[src/rtl/core/jcpsr_pkg.sv]
// Shared types, constants and helpers of the joint command parser and servo ramp.
// No dependencies.
package jcpsr_pkg;

    localparam int JOINT_COUNT_DEF = 4;
    localparam int MAX_DIGITS_DEF  = 3;

    localparam int NUM_CAL   = 4;
    localparam int CFG_IDX_W = 2;
    localparam int CAL_W     = 52;
    localparam int ANG_W     = 8;
    localparam int PULSE_W   = 12;
    localparam int CH_W      = 4;
    localparam int JNT_W     = 2;
    localparam int DIGIT_W   = 10;
    localparam int DCNT_W    = 2;
    localparam int PROD_W    = ANG_W + PULSE_W;
    localparam int DIV_BITS  = 2;
    localparam int DIV_CYC   = PROD_W / DIV_BITS;
    localparam int DIVC_W    = $clog2(DIV_CYC);
    localparam int IN_DATA_W  = 8;
    localparam int OUT_DATA_W = 24;

    localparam logic [7:0] CH_BASE     = 8'h62;
    localparam logic [7:0] CH_SHOULDER = 8'h73;
    localparam logic [7:0] CH_ELBOW    = 8'h65;
    localparam logic [7:0] CH_GRIP     = 8'h67;
    localparam logic [7:0] CH_COMMA    = 8'h2C;
    localparam logic [7:0] CH_ZERO     = 8'h30;
    localparam logic [7:0] CH_NINE     = 8'h39;

    typedef logic [CAL_W-1:0] cal_t;

    localparam cal_t CAL_RESET [NUM_CAL] = '{
        52'd1600562514514030, 52'd1596164468002936,
        52'd1591766421491822, 52'd3685083086945
    };

    typedef enum logic [1:0] {
        ST_IDLE,
        ST_MUL,
        ST_DIV,
        ST_OUT
    } state_t;

    typedef struct packed {
        logic take_item;
        logic load_mul;
        logic div_step;
        logic load_out;
    } ctrl_cmd_t;

    typedef struct packed {
        logic tick_emits;
        logic div_last;
        logic out_free;
    } dp_stat_t;

    function automatic logic [PULSE_W-1:0] cal_pmin(input cal_t c);
        return c[11:0];
    endfunction

    function automatic logic [PULSE_W-1:0] cal_pmax(input cal_t c);
        return c[23:12];
    endfunction

    function automatic logic [ANG_W-1:0] cal_amin(input cal_t c);
        return c[31:24];
    endfunction

    function automatic logic [ANG_W-1:0] cal_amax(input cal_t c);
        return c[39:32];
    endfunction

    function automatic logic [CH_W-1:0] cal_chan(input cal_t c);
        return c[43:40];
    endfunction

    function automatic logic [ANG_W-1:0] cal_start(input cal_t c);
        return c[51:44];
    endfunction

    // Clamp to [amin, amax]; an inverted range yields amin below amin, else amax.
    function automatic logic [ANG_W-1:0] clamp_ang(input logic [DIGIT_W-1:0] a,
                                                   input cal_t c);
        logic [DIGIT_W-1:0] lo;
        logic [DIGIT_W-1:0] hi;
        lo = {{(DIGIT_W-ANG_W){1'b0}}, cal_amin(c)};
        hi = {{(DIGIT_W-ANG_W){1'b0}}, cal_amax(c)};
        if (a < lo) begin
            return cal_amin(c);
        end else if (a > hi) begin
            return cal_amax(c);
        end
        return a[ANG_W-1:0];
    endfunction

endpackage

[src/rtl/core/jcpsr_ctrl.sv]
// Sequencer of the joint command parser: accept, multiply, divide, output.
// Depends on jcpsr_pkg.
module jcpsr_ctrl (
    input  logic                  aclk,
    input  logic                  aresetn,
    input  logic                  s_tvalid,
    output logic                  s_tready,
    input  jcpsr_pkg::dp_stat_t   stat,
    output jcpsr_pkg::ctrl_cmd_t  cmd
);
    import jcpsr_pkg::*;

    state_t state_reg;
    state_t state_next;

    always_ff @(posedge aclk) begin
        if (!aresetn) begin
            state_reg <= ST_IDLE;
        end else begin
            state_reg <= state_next;
        end
    end

    always_comb begin
        state_next = state_reg;
        case (state_reg)
            ST_IDLE: begin
                if (s_tvalid && stat.tick_emits) begin
                    state_next = ST_MUL;
                end
            end
            ST_MUL: begin
                state_next = ST_DIV;
            end
            ST_DIV: begin
                if (stat.div_last) begin
                    state_next = ST_OUT;
                end
            end
            ST_OUT: begin
                if (stat.out_free) begin
                    state_next = ST_IDLE;
                end
            end
            default: begin
                state_next = ST_IDLE;
            end
        endcase
    end

    always_comb begin
        s_tready = 1'b0;
        cmd      = '0;
        case (state_reg)
            ST_IDLE: begin
                s_tready      = 1'b1;
                cmd.take_item = s_tvalid;
            end
            ST_MUL: begin
                cmd.load_mul = 1'b1;
            end
            ST_DIV: begin
                cmd.div_step = 1'b1;
            end
            ST_OUT: begin
                cmd.load_out = stat.out_free;
            end
            default: begin
                s_tready = 1'b0;
            end
        endcase
    end

endmodule

[src/rtl/core/jcpsr_dp.sv]
// Datapath: command parser state, ramp state, pulse map with radix-4 divider,
// output register. Depends on jcpsr_pkg.
module jcpsr_dp #(
    parameter int JOINT_COUNT = jcpsr_pkg::JOINT_COUNT_DEF,
    parameter int MAX_DIGITS  = jcpsr_pkg::MAX_DIGITS_DEF
) (
    input  logic                              aclk,
    input  logic                              aresetn,
    input  jcpsr_pkg::ctrl_cmd_t              cmd,
    output jcpsr_pkg::dp_stat_t               stat,
    input  logic                              s_tuser,
    input  logic [jcpsr_pkg::IN_DATA_W-1:0]   s_tdata,
    input  logic                              cfg_we,
    input  logic [jcpsr_pkg::CFG_IDX_W-1:0]   cfg_index,
    input  logic [jcpsr_pkg::CAL_W-1:0]       cfg_wdata,
    input  logic                              m_tready,
    output logic                              m_tvalid,
    output logic [jcpsr_pkg::OUT_DATA_W-1:0]  m_tdata,
    output logic                              m_tlast
);
    import jcpsr_pkg::*;

    cal_t               cal_reg [NUM_CAL];
    logic [JNT_W-1:0]   sel_reg, sel_next;
    logic [DCNT_W-1:0]  dcnt_reg, dcnt_next;
    logic [DIGIT_W-1:0] dval_reg, dval_next;
    logic [ANG_W-1:0]   jang_reg [NUM_CAL];
    logic [ANG_W-1:0]   jang_next [NUM_CAL];
    logic               active_reg, active_next;
    logic               final_reg, final_next;
    logic [ANG_W-1:0]   step_reg, step_next;
    logic [ANG_W-1:0]   goal_reg, goal_next;
    logic [ANG_W-1:0]   ang_reg, ang_next;
    logic               last_reg, last_next;

    logic [PROD_W-1:0]  nq_reg, nq_next;
    logic [ANG_W-1:0]   rem_reg, rem_next;
    logic [ANG_W-1:0]   den_reg;
    logic               neg_reg;
    logic               byp_reg;
    logic [PULSE_W-1:0] bval_reg;
    logic [PULSE_W-1:0] pmin_reg;
    logic [CH_W-1:0]    ch_reg;
    logic [DIVC_W-1:0]  dcyc_reg;

    logic               mvalid_reg;
    logic [CH_W-1:0]    mch_reg;
    logic [PULSE_W-1:0] mpulse_reg;
    logic [JNT_W-1:0]   mjnt_reg;
    logic               mlast_reg;

    cal_t               c_sel;
    logic               sel_hit;
    logic [JNT_W-1:0]   sel_idx;
    logic               is_digit;
    logic [DIGIT_W+3:0] dmul;

    // map stage
    logic [ANG_W-1:0]   amin, amax, a_cl, da;
    logic [PULSE_W-1:0] pmin, pmax, mag;
    logic [PROD_W-1:0]  prod;
    logic [PULSE_W-1:0] pulse;

    assign c_sel = cal_reg[sel_reg];

    always_comb begin
        sel_hit = 1'b1;
        sel_idx = '0;
        case (s_tdata)
            CH_BASE:     sel_idx = JNT_W'(0);
            CH_SHOULDER: sel_idx = JNT_W'(1);
            CH_ELBOW:    sel_idx = JNT_W'(2);
            CH_GRIP:     sel_idx = JNT_W'(3);
            default:     sel_hit = 1'b0;
        endcase
    end

    assign is_digit = (s_tdata >= CH_ZERO) && (s_tdata <= CH_NINE);
    assign dmul = ({4'b0, dval_reg} << 3) + ({4'b0, dval_reg} << 1)
                + {{DIGIT_W{1'b0}}, s_tdata[3:0] - CH_ZERO[3:0]};

    always_comb begin
        sel_next    = sel_reg;
        dcnt_next   = dcnt_reg;
        dval_next   = dval_reg;
        jang_next   = jang_reg;
        active_next = active_reg;
        final_next  = final_reg;
        step_next   = step_reg;
        goal_next   = goal_reg;
        ang_next    = ang_reg;
        last_next   = last_reg;
        if (cmd.take_item) begin
            if (s_tuser) begin
                if (active_reg) begin
                    if (final_reg) begin
                        ang_next           = goal_reg;
                        last_next          = 1'b1;
                        jang_next[sel_reg] = goal_reg;
                        active_next        = 1'b0;
                        final_next         = 1'b0;
                    end else begin
                        ang_next  = step_reg;
                        last_next = 1'b0;
                        if (step_reg == goal_reg) begin
                            final_next = 1'b1;
                        end else if (step_reg < goal_reg) begin
                            step_next = step_reg + ANG_W'(1);
                        end else begin
                            step_next = step_reg - ANG_W'(1);
                        end
                    end
                end
            end else if (!active_reg) begin
                if (sel_hit) begin
                    if (int'(sel_idx) < JOINT_COUNT) begin
                        sel_next  = sel_idx;
                        dcnt_next = '0;
                        dval_next = '0;
                    end
                end else if (s_tdata == CH_COMMA) begin
                    goal_next   = clamp_ang(dval_reg, c_sel);
                    step_next   = jang_reg[sel_reg];
                    active_next = 1'b1;
                    final_next  = 1'b0;
                    dcnt_next   = '0;
                    dval_next   = '0;
                end else if (is_digit && (int'(dcnt_reg) < MAX_DIGITS)) begin
                    dval_next = dmul[DIGIT_W-1:0];
                    dcnt_next = dcnt_reg + DCNT_W'(1);
                end
            end
        end
    end

    always_ff @(posedge aclk) begin
        if (!aresetn) begin
            for (int i = 0; i < NUM_CAL; i++) begin
                cal_reg[i]  <= CAL_RESET[i];
                jang_reg[i] <= cal_start(CAL_RESET[i]);
            end
            sel_reg    <= '0;
            dcnt_reg   <= '0;
            dval_reg   <= '0;
            active_reg <= 1'b0;
            final_reg  <= 1'b0;
            step_reg   <= '0;
            goal_reg   <= '0;
        end else begin
            if (cfg_we) begin
                cal_reg[cfg_index] <= cfg_wdata;
            end
            jang_reg   <= jang_next;
            sel_reg    <= sel_next;
            dcnt_reg   <= dcnt_next;
            dval_reg   <= dval_next;
            active_reg <= active_next;
            final_reg  <= final_next;
            step_reg   <= step_next;
            goal_reg   <= goal_next;
        end
    end

    always_ff @(posedge aclk) begin
        ang_reg  <= ang_next;
        last_reg <= last_next;
    end

    // Map stage: clamp, span and product of the emitted angle.
    assign amin = cal_amin(c_sel);
    assign amax = cal_amax(c_sel);
    assign pmin = cal_pmin(c_sel);
    assign pmax = cal_pmax(c_sel);
    assign a_cl = clamp_ang({{(DIGIT_W-ANG_W){1'b0}}, ang_reg}, c_sel);
    assign da   = a_cl - amin;
    assign mag  = (pmax < pmin) ? (pmin - pmax) : (pmax - pmin);
    assign prod = {{PULSE_W{1'b0}}, da} * {{ANG_W{1'b0}}, mag};

    // Restoring divide, DIV_BITS quotient bits per cycle.
    always_comb begin
        logic [ANG_W:0]    t;
        logic [ANG_W-1:0]  r;
        logic [PROD_W-1:0] n;
        r = rem_reg;
        n = nq_reg;
        for (int k = 0; k < DIV_BITS; k++) begin
            t = {r, n[PROD_W-1]};
            n = {n[PROD_W-2:0], 1'b0};
            if (t >= {1'b0, den_reg}) begin
                t    = t - {1'b0, den_reg};
                n[0] = 1'b1;
            end
            r = t[ANG_W-1:0];
        end
        rem_next = r;
        nq_next  = n;
    end

    always_ff @(posedge aclk) begin
        if (cmd.load_mul) begin
            nq_reg   <= prod;
            rem_reg  <= '0;
            den_reg  <= amax - amin;
            neg_reg  <= pmax < pmin;
            byp_reg  <= amin >= amax;
            bval_reg <= ((amin == amax) || (ang_reg < amin)) ? pmin : pmax;
            pmin_reg <= pmin;
            ch_reg   <= cal_chan(c_sel);
        end else if (cmd.div_step) begin
            nq_reg  <= nq_next;
            rem_reg <= rem_next;
        end
    end

    always_ff @(posedge aclk) begin
        if (!aresetn) begin
            dcyc_reg <= '0;
        end else if (cmd.load_mul) begin
            dcyc_reg <= '0;
        end else if (cmd.div_step) begin
            dcyc_reg <= dcyc_reg + DIVC_W'(1);
        end
    end

    assign pulse = byp_reg ? bval_reg
                 : (neg_reg ? (pmin_reg - nq_reg[PULSE_W-1:0])
                            : (pmin_reg + nq_reg[PULSE_W-1:0]));

    always_ff @(posedge aclk) begin
        if (!aresetn) begin
            mvalid_reg <= 1'b0;
        end else if (cmd.load_out) begin
            mvalid_reg <= 1'b1;
        end else if (m_tready) begin
            mvalid_reg <= 1'b0;
        end
    end

    always_ff @(posedge aclk) begin
        if (cmd.load_out) begin
            mch_reg    <= ch_reg;
            mpulse_reg <= pulse;
            mjnt_reg   <= sel_reg;
            mlast_reg  <= last_reg;
        end
    end

    assign stat.tick_emits = s_tuser && active_reg;
    assign stat.div_last   = (dcyc_reg == DIVC_W'(DIV_CYC - 1));
    assign stat.out_free   = !mvalid_reg || m_tready;

    assign m_tvalid = mvalid_reg;
    assign m_tlast  = mlast_reg;
    assign m_tdata  = {{(OUT_DATA_W-CH_W-PULSE_W-JNT_W){1'b0}}, mjnt_reg, mpulse_reg, mch_reg};

endmodule

[src/rtl/core/joint_command_parser_servo_ramp.sv]
// Joint command parser with one-degree-per-tick servo ramp, top level.
// Depends on jcpsr_pkg, jcpsr_ctrl, jcpsr_dp.
//
// Input stream: s_tuser = 0 carries a serial byte in s_tdata, s_tuser = 1 is a
// motion tick. Joint letters select a joint, digits build the goal, a comma
// starts a move. During a move each tick produces one pulse write on the
// output stream; the extra goal write that ends the move has m_tlast set.
// Calibration is written through cfg_we/cfg_index/cfg_wdata, one 52-bit
// register per joint; the user must write it only while the block is idle,
// which the block itself does not enforce. A byte or a tick that writes nothing
// is taken while the sequencer stays in ST_IDLE. A tick that writes a pulse
// holds s_tready low through the product step, the radix-4 divider steps and
// the output load, so no further item is taken until it is loaded. The result
// shows on m_tvalid the cycle after the load.
// If the receiver stalls, the result stays in the output register and the
// next item is still accepted; a further result waits in the datapath until
// the output register frees.
// Reset loads the reset calibration and start angles and clears the parser,
// the move and the output register.
module joint_command_parser_servo_ramp #(
    parameter int JOINT_COUNT = jcpsr_pkg::JOINT_COUNT_DEF,
    parameter int MAX_DIGITS  = jcpsr_pkg::MAX_DIGITS_DEF
) (
    input  logic                              aclk,
    input  logic                              aresetn,
    input  logic                              s_tvalid,
    output logic                              s_tready,
    input  logic [jcpsr_pkg::IN_DATA_W-1:0]   s_tdata,   // [7:0] rx_byte
    input  logic                              s_tuser,   // [0] command
    output logic                              m_tvalid,
    input  logic                              m_tready,
    // [3:0] pwm_channel, [15:4] pulse_ticks, [17:16] joint_number, rest zero
    output logic [jcpsr_pkg::OUT_DATA_W-1:0]  m_tdata,
    output logic                              m_tlast,   // move_done
    input  logic                              cfg_we,
    input  logic [jcpsr_pkg::CFG_IDX_W-1:0]   cfg_index,
    input  logic [jcpsr_pkg::CAL_W-1:0]       cfg_wdata
);
    import jcpsr_pkg::*;

    ctrl_cmd_t cmd;
    dp_stat_t  stat;

    jcpsr_ctrl u_ctrl (
        .aclk     (aclk),
        .aresetn  (aresetn),
        .s_tvalid (s_tvalid),
        .s_tready (s_tready),
        .stat     (stat),
        .cmd      (cmd)
    );

    jcpsr_dp #(
        .JOINT_COUNT (JOINT_COUNT),
        .MAX_DIGITS  (MAX_DIGITS)
    ) u_dp (
        .aclk      (aclk),
        .aresetn   (aresetn),
        .cmd       (cmd),
        .stat      (stat),
        .s_tuser   (s_tuser),
        .s_tdata   (s_tdata),
        .cfg_we    (cfg_we),
        .cfg_index (cfg_index),
        .cfg_wdata (cfg_wdata),
        .m_tready  (m_tready),
        .m_tvalid  (m_tvalid),
        .m_tdata   (m_tdata),
        .m_tlast   (m_tlast)
    );

endmodule

[config.mk]
export PLATFORM = sky130hd
export DESIGN_NAME = joint_command_parser_servo_ramp
export DESIGN_NICKNAME = d
export VERILOG_FILES = /design/src/rtl/core/jcpsr_pkg.sv /design/src/rtl/core/jcpsr_ctrl.sv /design/src/rtl/core/jcpsr_dp.sv /design/src/rtl/core/joint_command_parser_servo_ramp.sv
export SDC_FILE = /design/constraint.sdc
export NUM_CORES = 1
export LEC_CHECK = 0
export BUFFER_PORTS_ARGS = -buffer_cell sky130_fd_sc_hd__buf_2
export CAP_MARGIN = 20
export CORE_UTILIZATION = 50
export CTS_BUF_LIST = sky130_fd_sc_hd__clkbuf_8
export CTS_CLUSTER_DIAMETER = 30
export DETAILED_ROUTE_END_ITERATION = 7
export GPL_TIMING_DRIVEN = 0
export PLACE_DENSITY = 0.77
export SETUP_SLACK_MARGIN = 0.02
export SLEW_MARGIN = 5
export SYNTH_ARGS = -nofsm -noshare
export SYNTH_HDL_FRONTEND = slang
export SYNTH_SLANG_ARGS = --single-unit
[constraint.sdc]
create_clock -name aclk -period 8.8 [get_ports aclk]
set_input_delay 0 -clock aclk [delete_from_list [all_inputs] [get_ports aclk]]
set_output_delay 0 -clock aclk [all_outputs]
set_load 0.01 [all_outputs]
==> results <==
- The final-report max-slew violation count is 0.
- After synthesis the netlist holds a flip-flop and latch count of 343.
- Detailed routing placed a total of 3900 um of wire on met3.
- The relative area change from synthesis to final layout is 19.6%.
- The highest metal layer carrying signal wires in the routed design is met4.
- For this run, the leading register cell type out of synthesis is sky130_fd_sc_hd__edfxtp_1.
- The area of placed instances is 0.0236 mm^2.
- The synthesized netlist occupies a cell area of 0.0223 mm^2.
- The tree is rooted in a sky130_fd_sc_hd__clkbuf_8.
- The via count normalized by instance count is roughly 5.7.
- For the worst flop-to-flop path, the logic depth is 39.
- The routed design has 59300 um of wire.
- The vertical extent of the die is 213 um.
- Across all hold checks on the routed design, the worst slack comes to 0.111 ns.
- The cell row count is 76.
- The worst hold path belongs to the class in -> reg.
- The count of buffers added on input and output ports is 80.
- Of the cells placed in the final design, the portion with a size suffix greater than 1 is about 18%.
- The initial antenna violation count was 0.
- Entering global routing, the biggest net connects 31 pins.
- The H-tree was split into 3 levels.
- The number of detailed-route iterations in the first pass is 5.
- The clock network latency to the later pin of the worst-skew pair is 0.69 ns.
- The yosys synthesis warning count is 0.
- The analysis attributes to cell leakage a power of 11.1 nW.
- The number of global-route vias before repair is 17200.
- The die extent in x is roughly 210 um.
- Across all layers, the routed design uses 17000 vias.
- Once the floorplan was initialized, standard cells occupied 51.2% of the core.
- The register with the most flip-flops in the layout has 176 of them.
- The count of mapped cells out of synthesis is about 2100.
- The highest net fanout along the worst path is 6.
- In this run the number of cells on the critical path is 39.
- In the final routing, the length of wire on met1 measures 25000 um.
- Measured against its own limit, the worst slew margin works out to 23.3%.
- The run finished with clean final reports.
- The final design area excluding fillers is 0.0266 mm^2.
- The worst-case register-to-register setup slack is 0.12 ns.
- The post-route clock skew is 0.0490 ns.
- The worst register-to-register path ends at u_dp.nq_reg[19].
- Global routing finished with a remaining overflow of 0.
- The fraction of registers with async set/reset is 0%.
- The synthesized area divided by synthesized cell count is roughly 11 um^2.
- The first-iteration detailed-routing DRC count is ~1400.
- The first global-routing pass estimated 91600 um of wire.
- The clock period minus final worst setup slack is 8.68 ns.
- At the end of routability-driven placement, the weighted congestion stood at 0.944.
- The pre-CTS setup slack is -1.68 ns.
- The remaining design rule violation count is 0.
- The count of max-cap constraint violations is 0.
- The count of endpoints failing hold in the final timing report came to 0.
- In the final design database the tool counted approximately 2700 nets.
- The critical path endpoint is u_dp.nq_reg[19].
- In the post-route analysis, the smallest setup slack over all paths is 0.121 ns.
- The library cell contributing the largest single delay on the critical path is sky130_fd_sc_hd__mux4_2.
- Pin placement for this block handled between 90 and 100 I/O pins.
- The arrival time at the worst endpoint is 9.06 ns.
- The maximum cell stage delay along the critical path is around 0.56 ns.
- For the pin with the worst max-slew slack, the measured transition is between 1 and 1.5 ns.
- The gate family responsible for the most delay along the worst path is adder cells.
- The HPWL after detailed placement is a little over 40000 um.
- The clock transition at the register clock pins on the worst setup and hold paths after CTS is about 0.06 ns.
- The die area is 0.0454 mm^2.
- The number of clock buffers added by TritonCTS is about 80.
- The core region area is 0.0436 mm^2.
- The final-report setup violation count is 0.
- The startpoint-to-endpoint class of the critical path is reg -> reg.
- The nature of the critical path endpoint is a register.
- The number of flops mapped to enable cells by yosys is 262.
- The post-route fraction of the period consumed by the critical path is 98.6%.
- TritonCTS built the clock tree.
- The startpoint type of the worst setup path is a register.
- Static timing analysis puts the maximum clock frequency at 115 MHz.
- The buffer levels on the longest clock path is 3.
- The power per cell area is 391 mW/mm^2.
- The number of nets with antenna violations after routing is 0.
- The number of clock sinks is around 340.
- At the worst endpoint, the required time is 9.18 ns.
- The synthesized netlist contains 78 unique library cells.
- Together, buffers and inverters on the worst path number 10.
- The met2 layer wire length in the routed design is around 29000 um.
- VDD sags by at most 0.875 mV.
- Dividing the detail-routed wire length by the instance count gives 19.7 um.
- Global routing used 26.3% of the available tracks.
- The portion of the post-synthesis area used by sequential elements is 42.6%.
[cell type report]
cell class | instances | area (um^2)
multi-input cells | 1465 | 12000
clock inverters | 58 | 524
repair buffers | 196 | 1550
clock buffers | 81 | 1110
diodes | 1 | 2.50
well taps | 585 | 732
inverters | 191 | 719
fillers | 3431 | 16900
plain buffers | 87 | 477
flip-flops and latches | 343 | 9490
[worst min path at each step]
stage,from,end,slack [ns],cells after the start
final,s_tdata[3],u_dp.final_reg,0.11,6
after CTS,s_tdata[5],u_dp.final_reg,0.07,7
after global placement,cfg_wdata[41],u_dp.cal_reg[2][41],0.29,2
after global routing,cfg_wdata[35],u_dp.cal_reg[3][35],0.17,3
after detailed placement,cfg_wdata[20],u_dp.cal_reg[2][20],0.30,2
after floorplan,cfg_wdata[12],u_dp.cal_reg[0][12],0.18,1
[placed cells by master (no fill, tap or decap), types with 14 or more instances in the layout]
master,instances
sky130_fd_sc_hd__o211ai_1,14
sky130_fd_sc_hd__inv_1,202
sky130_fd_sc_hd__dlygate4sd3_1,68
sky130_fd_sc_hd__fa_1,69
sky130_fd_sc_hd__nand2b_1,76
sky130_fd_sc_hd__clkbuf_1,52
sky130_fd_sc_hd__buf_2,89
sky130_fd_sc_hd__o21ai_0,82
sky130_fd_sc_hd__nor2_1,206
sky130_fd_sc_hd__or2_2,27
sky130_fd_sc_hd__nor3_1,35
sky130_fd_sc_hd__mux2_2,32
sky130_fd_sc_hd__edfxtp_1,262
sky130_fd_sc_hd__dfxtp_1,79
sky130_fd_sc_hd__and3_1,35
sky130_fd_sc_hd__clkinv_1,14
sky130_fd_sc_hd__a21o_1,36
sky130_fd_sc_hd__mux2i_1,44
sky130_fd_sc_hd__a21oi_1,89
sky130_fd_sc_hd__xnor2_1,48
sky130_fd_sc_hd__nand2_1,108
sky130_fd_sc_hd__xor2_1,22
sky130_fd_sc_hd__mux4_2,46
sky130_fd_sc_hd__nand3_1,16
sky130_fd_sc_hd__and2_1,82
sky130_fd_sc_hd__clkbuf_8,83
sky130_fd_sc_hd__ha_1,164
sky130_fd_sc_hd__nor2b_1,29
sky130_fd_sc_hd__nand4_1,15
sky130_fd_sc_hd__buf_4,48
[cells by family after synthesis]
| group | count (synthesis) | share of synthesized area (%) |
|---|---|---|
| other cells | 1 | 0.0168 |
| flops | 343 | 42.6 |
| simple gates | 678 | 15.4 |
| xor+xnor | 78 | 3.07 |
| fa+ha+maj | 244 | 16.1 |
| buf+inv | 279 | 4.94 |
| mux | 123 | 8.29 |
| compound gates | 336 | 9.66 |
[stage by stage]
step | instances | setup TNS (ns) | total power (W) | util [%]
final | 3007 | 0 | 0.0104 | 61.2
after global placement | 2752 | -14.21 | 0.00681 | 53.8
after global routing | 3006 | -0.919 | 0.0111 | 61.2
after detailed placement | 2761 | -15.31 | 0.00691 | 54.2
after CTS | 2985 | 0 | 0.00920 | 60.3
after floorplan | 2087 | 0 | 0.00592 | -
[synth_stat cells (44+ instances only)]
cell type                    n  share of area [%]
sky130_fd_sc_hd__a21oi_1    95                2.1
sky130_fd_sc_hd__and2_1     82                2.3
sky130_fd_sc_hd__clkbuf_1   61                1.0
sky130_fd_sc_hd__dfxtp_1    81                7.3
sky130_fd_sc_hd__edfxtp_1  262                 35
sky130_fd_sc_hd__fa_1       70                6.3
sky130_fd_sc_hd__ha_1      174                9.8
sky130_fd_sc_hd__inv_1     191                3.2
sky130_fd_sc_hd__mux2i_1    44                2.0
sky130_fd_sc_hd__mux4_2     46                4.6
sky130_fd_sc_hd__nand2_1   110                1.9
sky130_fd_sc_hd__nand2b_1   79                2.2
sky130_fd_sc_hd__nor2_1    207                3.5
sky130_fd_sc_hd__o21ai_0    94                2.1
sky130_fd_sc_hd__xnor2_1    51                2.0
[report_power, final]
group          switching, W  total [W]  internal (W)
Sequential        0.0000235    0.00184       0.00182
Clock              0.000792    0.00190       0.00111
Combinational       0.00367    0.00666       0.00299
Total               0.00448     0.0104       0.00592
[layer usage]
layer | global-route usage [%] | vias to the layer above
li1 | - | 7922
met1 | 34.5 | 8259
met2 | 43.9 | 724
met3 | 3.90 | 121
met4 | 10.1 | 0
met5 | 0 | -
[worst register-to-register path, delay by kind of cell, from the launching register on]
family | cells | cell delay (ns)
AO/OA/AOI/OAI | 14 | 2.31
AND/OR/NAND/NOR | 4 | 0.35
multiplexers | 2 | 0.89
buffers and inverters | 10 | 1.22
adder cells (fa/ha/maj) | 7 | 2.84
XOR/XNOR | 2 | 0.44
flip-flops | 1 | 0.35
[repair_timing]
action / 4_1_cts / 5_1_grt
pin swaps: 7 / 39
setup buffers: 17 / 19
resized for setup: 54 / 56
cloned: 0 / 1
endpoints found under the hold margin: 206 / 0
endpoints found under the setup margin: 14 / 10
hold buffers: 68 / 0
Note: power is estimated with default switching activity, not from simulation.
